--- config.mk ---
export PLATFORM = sky130hd
export DESIGN_NAME = bracket_balance_checker_unit
export DESIGN_NICKNAME = d
export VERILOG_FILES = /design/src/design/bbc_pkg.sv /design/src/design/bracket_balance_checker_unit.sv /design/src/design/bbc_ram.sv /design/src/design/bbc_core.sv
export SDC_FILE = /design/constraint.sdc
export NUM_CORES = 1
export LEC_CHECK = 0
export ABC_CLOCK_PERIOD_IN_PS = 6500
export BUFFER_PORTS_ARGS = -buffer_cell sky130_fd_sc_hd__buf_4
export CAP_MARGIN = 20
export CORE_MARGIN = 2
export CORE_UTILIZATION = 55
export CTS_CLUSTER_SIZE = 24
export DETAILED_ROUTE_END_ITERATION = 12
export GPL_TIMING_DRIVEN = 0
export PLACE_DENSITY = 0.67
export SYNTH_ARGS = -nofsm -noshare
export SYNTH_HDL_FRONTEND = slang
export SYNTH_SLANG_ARGS = --single-unit
--- constraint.sdc ---
create_clock -name i_clk -period 6.5 [get_ports i_clk]
set_input_delay 0 -clock i_clk [delete_from_list [all_inputs] [get_ports i_clk]]
set_output_delay 0 -clock i_clk [all_outputs]
set_load 0.03 [all_outputs]
--- src/design/bbc_pkg.sv ---
`timescale 1ns / 1ps
// ----------------------------------------------------------------------------
// bbc_pkg: shared types and constants for the bracket balance checker
// Sizes of the opener stack and line counter, character codes, result types.
// ----------------------------------------------------------------------------
package bbc_pkg;

    localparam int STACK_DEPTH = 64;
    localparam int LINE_BITS   = 16;
    localparam int PTR_BITS    = $clog2(STACK_DEPTH);
    localparam int CNT_BITS    = $clog2(STACK_DEPTH + 1);
    localparam int ENTRY_BITS  = 2 + LINE_BITS;

    localparam logic [LINE_BITS-1:0] LINE_MAX = {LINE_BITS{1'b1}};

    localparam logic [7:0] CH_LPAREN = 8'h28;
    localparam logic [7:0] CH_RPAREN = 8'h29;
    localparam logic [7:0] CH_LBRACK = 8'h5B;
    localparam logic [7:0] CH_RBRACK = 8'h5D;
    localparam logic [7:0] CH_LBRACE = 8'h7B;
    localparam logic [7:0] CH_RBRACE = 8'h7D;
    localparam logic [7:0] CH_LANGLE = 8'h3C;
    localparam logic [7:0] CH_RANGLE = 8'h3E;
    localparam logic [7:0] CH_NL     = 8'h0A;

    typedef enum logic [2:0] {
        ST_OK       = 3'd0,
        ST_MISSING  = 3'd1,
        ST_MISMATCH = 3'd2,
        ST_OVERFLOW = 3'd3,
        ST_HALTED   = 3'd4
    } t_status;

    typedef enum logic [1:0] {
        BR_ROUND  = 2'd0,
        BR_SQUARE = 2'd1,
        BR_CURLY  = 2'd2,
        BR_ANGLE  = 2'd3
    } t_bracket;

    typedef struct packed {
        logic     hit;
        t_bracket kind;
    } t_code;

    typedef struct packed {
        t_status     status;
        logic [7:0]  missing_symbol;
        logic [15:0] error_line;
        logic [6:0]  nesting_depth;
    } t_result;

    typedef struct packed {
        logic                  wr_en;
        logic [PTR_BITS-1:0]   wr_addr;
        logic [ENTRY_BITS-1:0] wr_data;
        logic [PTR_BITS-1:0]   rd_addr;
    } t_ram_req;

    function automatic t_code opener_code(input logic [7:0] ch);
        t_code c;
        c.hit  = 1'b1;
        c.kind = BR_ROUND;
        case (ch)
            CH_LPAREN: c.kind = BR_ROUND;
            CH_LBRACK: c.kind = BR_SQUARE;
            CH_LBRACE: c.kind = BR_CURLY;
            CH_LANGLE: c.kind = BR_ANGLE;
            default:   c.hit  = 1'b0;
        endcase
        return c;
    endfunction

    function automatic t_code closer_code(input logic [7:0] ch);
        t_code c;
        c.hit  = 1'b1;
        c.kind = BR_ROUND;
        case (ch)
            CH_RPAREN: c.kind = BR_ROUND;
            CH_RBRACK: c.kind = BR_SQUARE;
            CH_RBRACE: c.kind = BR_CURLY;
            CH_RANGLE: c.kind = BR_ANGLE;
            default:   c.hit  = 1'b0;
        endcase
        return c;
    endfunction

    function automatic logic [7:0] opener_char(input t_bracket kind);
        logic [7:0] ch;
        case (kind)
            BR_ROUND:  ch = CH_LPAREN;
            BR_SQUARE: ch = CH_LBRACK;
            BR_CURLY:  ch = CH_LBRACE;
            BR_ANGLE:  ch = CH_LANGLE;
            default:   ch = CH_LPAREN;
        endcase
        return ch;
    endfunction

endpackage

--- src/design/bracket_balance_checker_unit.sv ---
`timescale 1ns / 1ps
// ----------------------------------------------------------------------------
// bracket_balance_checker_unit: streaming bracket balance checker
// Checks ( [ { < against ) ] } > one character per transfer, tracks line
// numbers and reports the first imbalance, then halts until reset.
// ----------------------------------------------------------------------------
//
//  channel  direction  handshake            payload
//  -------  ---------  -------------------  ---------------------------------
//  input    in         i_valid / o_stall    i_ch
//  result   out        o_valid / i_stall    o_status, o_missing_symbol,
//                                           o_error_line, o_nesting_depth
//
// One character per cycle sustained while the result side does not stall;
// each result passes through the input register, then the result register,
// before it can transfer.
// The stack top is prefetched from the opener RAM each cycle, with a bypass
// for the entry pushed on the previous cycle, so a pop never waits.
// Reset (i_rst_n low, synchronous) empties the stack, sets the line to 1 and
// clears the halted flag; the stack RAM needs no clearing.
// A stall on the result side holds the result register and backs up into
// o_stall only once the input register is also full.
//
module bracket_balance_checker_unit (
    input  logic        i_clk,
    input  logic        i_rst_n,
    input  logic        i_valid,
    output logic        o_stall,
    input  logic [7:0]  i_ch,
    output logic        o_valid,
    input  logic        i_stall,
    output logic [2:0]  o_status,
    output logic [7:0]  o_missing_symbol,
    output logic [15:0] o_error_line,
    output logic [6:0]  o_nesting_depth
);

    logic              r_in_valid;
    logic [7:0]        r_ch;
    logic              r_out_valid;
    bbc_pkg::t_result  r_out;

    logic              out_free;
    logic              fire;
    logic              in_take;

    bbc_pkg::t_ram_req             ram_req;
    logic [bbc_pkg::ENTRY_BITS-1:0] ram_rd_data;
    bbc_pkg::t_result              result;

    // Advance the held character when the result register is empty or its
    // transfer completes this cycle.
    assign out_free = !r_out_valid || !i_stall;
    assign fire     = r_in_valid && out_free;
    assign o_stall  = r_in_valid && !fire;
    assign in_take  = i_valid && !o_stall;

    always_ff @(posedge i_clk) begin
        if (!i_rst_n) begin
            r_in_valid  <= 1'b0;
            r_out_valid <= 1'b0;
        end else begin
            if (in_take) begin
                r_in_valid <= 1'b1;
            end else if (fire) begin
                r_in_valid <= 1'b0;
            end
            if (fire) begin
                r_out_valid <= 1'b1;
            end else if (!i_stall) begin
                r_out_valid <= 1'b0;
            end
        end
    end

    // Payload registers: capture on transfer, hold otherwise.
    always_ff @(posedge i_clk) begin
        if (in_take) begin
            r_ch <= i_ch;
        end
        if (fire) begin
            r_out <= result;
        end
    end

    bbc_core u_core (
        .i_clk     (i_clk),
        .i_rst_n   (i_rst_n),
        .i_fire    (fire),
        .i_ch      (r_ch),
        .i_rd_data (ram_rd_data),
        .o_ram     (ram_req),
        .o_result  (result)
    );

    // Opener stack: code and line of each open bracket.
    bbc_ram #(
        .WIDTH (bbc_pkg::ENTRY_BITS),
        .DEPTH (bbc_pkg::STACK_DEPTH)
    ) u_stack_ram (
        .i_clk     (i_clk),
        .i_wr_en   (ram_req.wr_en),
        .i_wr_addr (ram_req.wr_addr),
        .i_wr_data (ram_req.wr_data),
        .i_rd_addr (ram_req.rd_addr),
        .o_rd_data (ram_rd_data)
    );

    assign o_valid          = r_out_valid;
    assign o_status         = r_out.status;
    assign o_missing_symbol = r_out.missing_symbol;
    assign o_error_line     = r_out.error_line;
    assign o_nesting_depth  = r_out.nesting_depth;

endmodule

--- src/design/bbc_ram.sv ---
`timescale 1ns / 1ps
// ----------------------------------------------------------------------------
// bbc_ram: generic single-write, single-read RAM
// One write port and one read port with registered read data (old data on
// a same-address collision).
// ----------------------------------------------------------------------------
module bbc_ram #(
    parameter int WIDTH = 8,
    parameter int DEPTH = 16
) (
    input  logic                     i_clk,
    input  logic                     i_wr_en,
    input  logic [$clog2(DEPTH)-1:0] i_wr_addr,
    input  logic [WIDTH-1:0]         i_wr_data,
    input  logic [$clog2(DEPTH)-1:0] i_rd_addr,
    output logic [WIDTH-1:0]         o_rd_data
);

    logic [WIDTH-1:0] r_mem [DEPTH];
    logic [WIDTH-1:0] r_rd_data;

    always_ff @(posedge i_clk) begin
        if (i_wr_en) begin
            r_mem[i_wr_addr] <= i_wr_data;
        end
        r_rd_data <= r_mem[i_rd_addr];
    end

    assign o_rd_data = r_rd_data;

endmodule

--- src/design/bbc_core.sv ---
`timescale 1ns / 1ps
// ----------------------------------------------------------------------------
// bbc_core: bracket stack control and line counter
// Classifies one character, pushes or pops the opener stack, tracks the line
// number and the halted flag, and forms the result for that character.
// ----------------------------------------------------------------------------
module bbc_core (
    input  logic                           i_clk,
    input  logic                           i_rst_n,
    input  logic                           i_fire,
    input  logic [7:0]                     i_ch,
    input  logic [bbc_pkg::ENTRY_BITS-1:0] i_rd_data,
    output bbc_pkg::t_ram_req              o_ram,
    output bbc_pkg::t_result               o_result
);

    logic [bbc_pkg::CNT_BITS-1:0]   r_count, n_count;
    logic [bbc_pkg::LINE_BITS-1:0]  r_line, n_line;
    logic                           r_halted, n_halted;
    logic                           r_byp_valid, n_byp_valid;
    logic [bbc_pkg::ENTRY_BITS-1:0] r_byp_data;

    logic [bbc_pkg::LINE_BITS-1:0]  line_inc;
    logic [bbc_pkg::ENTRY_BITS-1:0] top;
    bbc_pkg::t_bracket              top_kind;
    logic [bbc_pkg::LINE_BITS-1:0]  top_line;
    bbc_pkg::t_code                 oc;
    bbc_pkg::t_code                 cc;
    logic                           push;
    logic [bbc_pkg::ENTRY_BITS-1:0] push_data;

    // The entry written last cycle is not yet visible on the RAM read port.
    assign top      = r_byp_valid ? r_byp_data : i_rd_data;
    assign top_kind = bbc_pkg::t_bracket'(top[bbc_pkg::ENTRY_BITS-1 -: 2]);
    assign top_line = top[bbc_pkg::LINE_BITS-1:0];

    assign oc = bbc_pkg::opener_code(i_ch);
    assign cc = bbc_pkg::closer_code(i_ch);

    assign line_inc = ((i_ch == bbc_pkg::CH_NL) && (r_line != bbc_pkg::LINE_MAX))
                      ? r_line + 1'b1 : r_line;
    assign push_data = {oc.kind, line_inc};

    always_comb begin
        n_count     = r_count;
        n_line      = r_line;
        n_halted    = r_halted;
        push        = 1'b0;
        o_result.status         = bbc_pkg::ST_OK;
        o_result.missing_symbol = 8'd0;
        o_result.error_line     = 16'd0;
        if (r_halted) begin
            o_result.status = bbc_pkg::ST_HALTED;
        end else begin
            n_line = line_inc;
            if (oc.hit) begin
                if (r_count == bbc_pkg::CNT_BITS'(bbc_pkg::STACK_DEPTH)) begin
                    o_result.status         = bbc_pkg::ST_OVERFLOW;
                    o_result.missing_symbol = i_ch;
                    o_result.error_line     = 16'(line_inc);
                    n_halted                = 1'b1;
                end else begin
                    push    = 1'b1;
                    n_count = r_count + 1'b1;
                end
            end else if (cc.hit) begin
                if (r_count == '0) begin
                    o_result.status         = bbc_pkg::ST_MISSING;
                    o_result.missing_symbol = bbc_pkg::opener_char(cc.kind);
                    o_result.error_line     = 16'(line_inc);
                    n_halted                = 1'b1;
                end else begin
                    n_count = r_count - 1'b1;
                    if (top_kind != cc.kind) begin
                        o_result.status         = bbc_pkg::ST_MISMATCH;
                        o_result.missing_symbol = bbc_pkg::opener_char(top_kind);
                        o_result.error_line     = 16'(top_line);
                        n_halted                = 1'b1;
                    end
                end
            end
        end
        o_result.nesting_depth = 7'(n_count);

        // Hold all state unless this character is actually consumed.
        if (!i_fire) begin
            n_count  = r_count;
            n_line   = r_line;
            n_halted = r_halted;
            push     = 1'b0;
        end
        n_byp_valid = push;
    end

    // Read address tracks the top of the stack after this edge.
    assign o_ram.wr_en   = push;
    assign o_ram.wr_addr = r_count[bbc_pkg::PTR_BITS-1:0];
    assign o_ram.wr_data = push_data;
    assign o_ram.rd_addr = bbc_pkg::PTR_BITS'(n_count - 1'b1);

    always_ff @(posedge i_clk) begin
        if (!i_rst_n) begin
            r_count     <= '0;
            r_line      <= bbc_pkg::LINE_BITS'(1);
            r_halted    <= 1'b0;
            r_byp_valid <= 1'b0;
        end else begin
            r_count     <= n_count;
            r_line      <= n_line;
            r_halted    <= n_halted;
            r_byp_valid <= n_byp_valid;
        end
    end

    always_ff @(posedge i_clk) begin
        if (push) begin
            r_byp_data <= push_data;
        end
    end

endmodule
### Word-level counts from Yosys, hierarchy flattened

Memories as Yosys holds them, arrays and structs flattened. A register that Yosys moved wholly into a read port is not among the register bits.
Cells that the tools add are included.

* $add $sub $neg: 4
* equal/unequal tests: 19
* mux-type cells: 35
* bitwise gates (word level): 1
* reduce and logical (&&, ||, !) cells: 16

Operators with widths (number)
* $mux W27: 3
* $pmux W8 S4: 2
* $mux W26: 2
* $mux W7: 6
* $eq A8 B6 Y1 const B: 4
* $eq A8 B7 Y1 const B: 4
* $mux W1: 18
* $mux W18: 1
* $add A16 B1 Y16 const B: 1
* $mux W16: 1
* $ne A16 B16 Y1 const B: 1
* $pmux W2 S3: 2
* $eq A2 B2 Y1 const B: 4
* $eq A8 B4 Y1 const B: 1
* $reduce_or A4 Y1: 2
* $add A7 B1 Y7 const B: 1
* $eq A7 B7 Y1 const B: 1
* $logic_not A7 Y1: 1
* $sub A7 B1 Y7 const B: 1
* $sub A6 B1 Y6 const B: 1
* $eq A2 B1 Y1 const B: 2
* $logic_and A1 B1 Y1: 4
* $logic_not A1 Y1: 4
* $logic_not A2 Y1: 2
* 6 further kinds: 6

* bits in registers: 87
* bits in writable memories: 1152
* output and inout bits: 36
* memories: 1

Memory list
* u_stack_ram.r_mem: depth 64, width 18, read ports 1, clocked after Yosys merged registers in 1, write ports 1, line bbc_ram.sv:19 `logic [WIDTH-1:0] r_mem [DEPTH];`

### Longest topological paths before layout

* depth after elaboration: 8
* depth in mapped cells: 27

### Cells and area by module

From an unflattened synthesis, not the netlist that was laid out.

* cells, all modules: 2423
* area total of the unflattened synthesis: 49386.1 um^2

Modules (own cells, without submodules)
* bbc_ram: times used 1, cells an instance 1957, area an instance 44621.5 um^2, seq. area each 34953.5 um^2
* bbc_core: times used 1, cells an instance 416, area an instance 3419.5 um^2, seq. area each 1041.0 um^2
* bracket_balance_checker_unit: times used 1, cells an instance 50, area an instance 1345.0 um^2, seq. area each 1301.2 um^2

### Least setup slack after synthesis

OpenSTA, ideal clock, no wires.

* kind: register to register
* start point: register r_out_valid, in the netlist o_valid
* end point: register u_stack_ram.r_rd_data[1], in the netlist u_stack_ram.o_rd_data[1], read port of u_stack_ram.r_mem
* library setup time: 58 ps
* arrival: 5644 ps
* slack: 798 ps
* stages on the path, launching flop included: 27
* buffers on the path: 10
* cell sequence: dfxtp_1 > nand2_1 > nand2_1 > inv_1 > nand2_1 > a211o_1 > and2_1 > buf_6 > xnor2_4 > inv_2 > buf_4 > buf_2 > buf_2 > buf_2 > ha_1 > clkbuf_1 > or2_2 > clkbuf_1 > nand2b_1 > clkbuf_1 > clkbuf_1 > buf_1 > o32ai_1 > nor3_1 > nand3_1 > a311oi_1 > a211o_1

* cells in the longest elaborated chain, start to end: 5

Ends and longest elaborated chain
* from (decl): line bracket_balance_checker_unit.sv:40 `logic r_out_valid;`
* from (signal assigned): line bracket_balance_checker_unit.sv:61 `r_out_valid <= 1'b0;`
* from (signal assigned): line bracket_balance_checker_unit.sv:69 `r_out_valid <= 1'b1;`
* from (signal assigned): line bracket_balance_checker_unit.sv:71 `r_out_valid <= 1'b0;`
* $logic_not A1 Y1: line bracket_balance_checker_unit.sv:53 `assign out_free = !r_out_valid || !i_stall;`
* $logic_or A1 B1 Y1: line bracket_balance_checker_unit.sv:53
* $logic_and A1 B1 Y1: line bracket_balance_checker_unit.sv:54 `assign fire = r_in_valid && out_free;`
* net fire: line bracket_balance_checker_unit.sv:44 `logic fire;`
* $mux W7: line bbc_core.sv:86 `if (!i_fire) begin`
* $sub A6 B1 Y6: line bbc_core.sv:99 `assign o_ram.rd_addr = bbc_pkg::PTR_BITS'(n_count - 1'b1);`
* to (decl): line bbc_ram.sv:20 `logic [WIDTH-1:0] r_rd_data;`

The timed path passes the listed nets, and every way through them passes these cells.
A chain may end at the register's enable or synchronous reset.

### Worst setup path in the final report

* start point: register u_core.r_count[0] (netlist bit)
* end point: register u_stack_ram.r_rd_data[14], in the netlist u_stack_ram.o_rd_data[14], read port of u_stack_ram.r_mem

* cells in the longest elaborated chain, start to end: 7
* elaborated cells between the ends (all ways): 11

Ends and longest elaborated chain
* from (decl): line bbc_core.sv:17 `logic [bbc_pkg::CNT_BITS-1:0] r_count, n_count;`
* from (signal assigned): line bbc_core.sv:108 `r_count <= n_count;`
* $sub A7 B1 Y7 or $logic_not A7 Y1 (tied branches): line bbc_core.sv:73, bbc_core.sv:67
* $mux W7: line bbc_core.sv:67 `if (r_count == '0) begin`
* $mux W7: line bbc_core.sv:66 `end else if (cc.hit) begin`
* $mux W7: line bbc_core.sv:56 `if (oc.hit) begin`
* $mux W7: line bbc_core.sv:52 `if (r_halted) begin`
* $mux W7 *: line bbc_core.sv:86
* $sub A6 B1 Y6 *: line bbc_core.sv:99

Every way passes the cells marked *; elsewhere a longest branch is shown, timed or not.

==> impl_metrics.tcl <==
set metrics [dict create \
    cts_buffer_depth 3 \
    wl_um 155000 \
    via_per_inst 6.52 \
    status "complete, no violations" \
    clkTransAtPathRegs_ns 0.06 \
    maxCapViolCount 0 \
    grt_pass1_vias 32700 \
    fmax_mhz 156 \
    dp_slack_ns -3.01 \
    synth_cell_types 71 \
    top_layer "met4" \
    avgSynthCellArea_um2 15.1 \
    grt_pass1_wl_um 222000 \
    drt-initial-drc-count 4656 \
    wl_met3_um 13900 \
    crit_family "buffers and inverters" \
    wl_met1_um 58700 \
    routabilityCongestion 0.959 \
    leakagePower_nw 19.2 \
    avgRoutedWirePerCell_um 30.4 \
    required_ns 7.12 \
    vias 33300 \
    peakVddDrop_mv 0.277 \
    swShare_pct 20.1 \
    worst_setup_path_end_kind "flip-flop" \
    period_share_pct 98.4 \
    cts_buffers 131 \
    dieArea_um2 96400 \
    initial_core_util_pct 55.4 \
    syn_area_um2 51700 \
    drive_above_1_share_pct 20.7 \
    min_path_cells 4 \
    synth_ff_type "edfxtp_1" \
    synth_seq_area_share_pct 72.2 \
    r2r_cells 20 \
    max_stage_delay_ns 1.04 \
    worstHoldStart "i_stall" \
    period_needed_ns 6.40 \
    diodes 0 \
    synth_area_leader_cell "edfxtp_1" \
    setup_ws_ns 0.104 \
    powerDensity_nw_per_um2 268 \
    slew_viol_final 0 \
    crit_arrival_ns 7.01 \
    cp.depth 20 \
    firstDrtPassIters 8 \
    rows 112 \
    synth-edff-count 1212 \
    yosysWarnings 0 \
    setup_viol 0 \
    area_growth_pct 18.2 \
    port_buffers 47 \
    ys_ff_latch 1257 \
    synthArstFlopShare_pct 0 \
    root_buffer "clkbuf_16" \
    final_cell_mix "edfxtp_1, nor2_1, nor3_1" \
    placed_cells 4846 \
    reg2reg_from "u_core.r_count[0]$_SDFF_PN0_" \
    fill_cells 6397 \
    die_y_um 310 \
    grt_use_total_pct 32.6 \
    max-slew-margin-rel_pct 19.6 \
    ant_nets 0 \
    antenna_found_initial 2 \
    startpoint_type "flip-flop" \
    cp_max_fo 19 \
    netlist.area_leader.share_pct 70.4 \
    pwr-share-comb_pct 1.6 \
    cts_sinks 1257 \
    core_area_um2 93200 \
    slowest_stage "a2111oi_0" \
    switching_power_w 0.00329 \
    hold_viol 0 \
    synth_nets 3439 \
    path_cells "buf_4, inv_1, ha_2, nor2b_1, and3_1, a211o_1, and2_1, buf_6, xnor2_4, inv_6, buf_6, buf_12, buf_12, ha_4, clkbuf_2, clkbuf_1, mux4_2, a2111oi_0, nor4_4, a211o_1" \
    final_common_cell "edfxtp_1" \
    insertion_delay_ns 0.76 \
    grt_remaining_overflow 0 \
    fin_area_um2 61100 \
    final.setup.tns_ns 0 \
    synthTopCellsByArea "edfxtp_1, mux4_2, nor3_1" \
    remaining_drc_errors 0 \
    nets 3768 \
    cts_tree "done" \
    grt_max_degree 50 \
    postPlaceCellArea_um2 56000 \
    cellInternalPower_w 0.0131 \
    pwr-share-seq_pct 53.6 \
    worstSetupStartpoint "u_core.r_count[0]$_SDFF_PN0_" \
    critPathKind "reg2reg" \
    ioPinCount 48 \
    met2_length_um 74600 \
    holdCritPathClass "in2reg" \
    fin_worst_skew_ns 0.0240 \
    p_clk_share_pct 44.8 \
    hpwl_um 109000 \
    dieWidth_um 310 \
    finalNonFillerCells 5108 \
    htree_levels 4 \
    synth_cells 3417 \
    path_buf_inv 9 \
    worst_pin_slew_ns 1.18 \
]
-- path summary, 6_finish.rpt --
path,to,slack (ns)
max,u_stack_ram.o_rd_data[14]$_DFF_P_,0.10
min,o_valid$_SDFFE_PN0P_,0.07
max reg2reg,u_stack_ram.o_rd_data[14]$_DFF_P_,0.10
min reg2reg,o_status[2]$_SDFFCE_PP1P_,0.45
-- worst register-to-register path, cell delays in order (launching register included) --
cell and delay, ns:
dfxtp_1 0.33, buf_4 0.23, inv_1 0.19, ha_2 0.28, nor2b_1 0.17, and3_1 0.26
a211o_1 0.28, and2_1 0.17, buf_6 0.16, xnor2_4 0.27, inv_6 0.12, buf_6 0.20
buf_12 0.17, buf_12 0.20, ha_4 0.40, clkbuf_2 0.37, clkbuf_1 0.52, mux4_2 0.40
a2111oi_0 1.04, nor4_4 0.14, a211o_1 0.35
-- power by group through the flow --
stage          logic, W  registers [W]  clock network (W)
6_report       0.000263        0.00878            0.00735
3_5_place_dp   0.000235        0.00896                  0
3_3_place_gp   0.000224        0.00896                  0
4_1_cts        0.000253        0.00878            0.00740
5_1_grt        0.000272        0.00878            0.00769
2_1_floorplan  0.000111        0.00897                  0
-- cells in the mapped netlist (all sizes together) (3+ instances only) --
cell type / instances
mux2i: 19
nand2: 239
nand4: 9
a21oi: 45
o21ai: 118
or3: 36
edfxtp: 1212
a211o: 21
a31oi: 19
nor3: 267
nor4: 19
inv: 17
xor2: 15
xnor2: 18
a221oi: 3
mux4: 152
and4: 4
nor4bb: 3
nor2: 341
a211oi: 27
and2: 54
a22oi: 19
buf: 70
mux2: 32
a311oi: 21
or2: 3
o211ai: 53
o32ai: 101
a2111oi: 34
clkbuf: 179
and3: 46
nand3: 127
nand2b: 6
ha: 10
a22o: 3
nor2b: 3
dfxtp: 45
-- timing repair --
| action | 4_1_cts | 5_1_grt |
|---|---|---|
| hold endpoints to repair | 50 | 0 |
| setup buffers | 0 | 2 |
| pin swaps | 0 | 2 |
| endpoints found under the setup margin | 18 | 18 |
| gates resized for setup | 118 | 42 |
| hold buffers | 21 | 0 |
-- final cells by class --
type / instances / area, um2 / share of cell area, %
Buffer: 247 / 1150 / 1.89
Inverter: 17 / 71.3 / 0.117
Timing Repair Buffer: 198 / 2640 / 4.32
Clock buffer: 173 / 3570 / 5.85
Clock inverter: 68 / 612 / 1.00
Sequential cell: 1257 / 37300 / 61.1
Tap cell: 1254 / 1570 / 2.57
Multi-Input combinational cell: 1894 / 14200 / 23.2
-- sequential cells by signal, summed over array words and instances (netlist names) --
signal and count:
r_ch 8, u_core.r_byp_data 18, u_stack_ram.o_rd_data 18, o_status 3, u_core.r_halted 1, u_core.r_count 7, u_stack_ram.r_mem 1152, u_core.r_line 16
r_in_valid 1, o_error_line 16, o_valid 1, o_nesting_depth 7, o_missing_symbol 8, u_core.r_byp_valid 1
-- routing by layer --
layer	vias to the layer above	global-route usage (%)
met4	0	16.5
met3	387	6.03
li1	14100	-
met1	16800	43.1
met5	-	0
met2	1961	52.2
-- cell families (layout without fill, tap and decap cells) --
logic type | count (synthesis) | in the layout | share of synthesized area, %
xor gates and xnor gates | 33 | 33 | 0.610
DFF | 1257 | 1257 | 72.2
adders and majority gates | 10 | 10 | 0.242
other | 1 | 1 | 0.00726
AOI/OAI and AO/OA | 485 | 485 | 6.74
and+or+nand+nor | 1162 | 1162 | 10.4
muxes | 203 | 203 | 7.69
buffers and inverters | 266 | 703 | 2.16
-- stage by stage --
stage / power, W / util, % / hold WS [ns]
2_1_floorplan: 0.00908 / - / 0.0619
3_3_place_gp: 0.00918 / 57.5 / 0.181
3_5_place_dp: 0.00919 / 60.1 / 0.180
4_1_cts: 0.0164 / 65.3 / 0.00557
5_1_grt: 0.0167 / 65.5 / 0.0722
6_report: 0.0164 / 65.5 / 0.0675
Power figures use the tool's default switching activity.
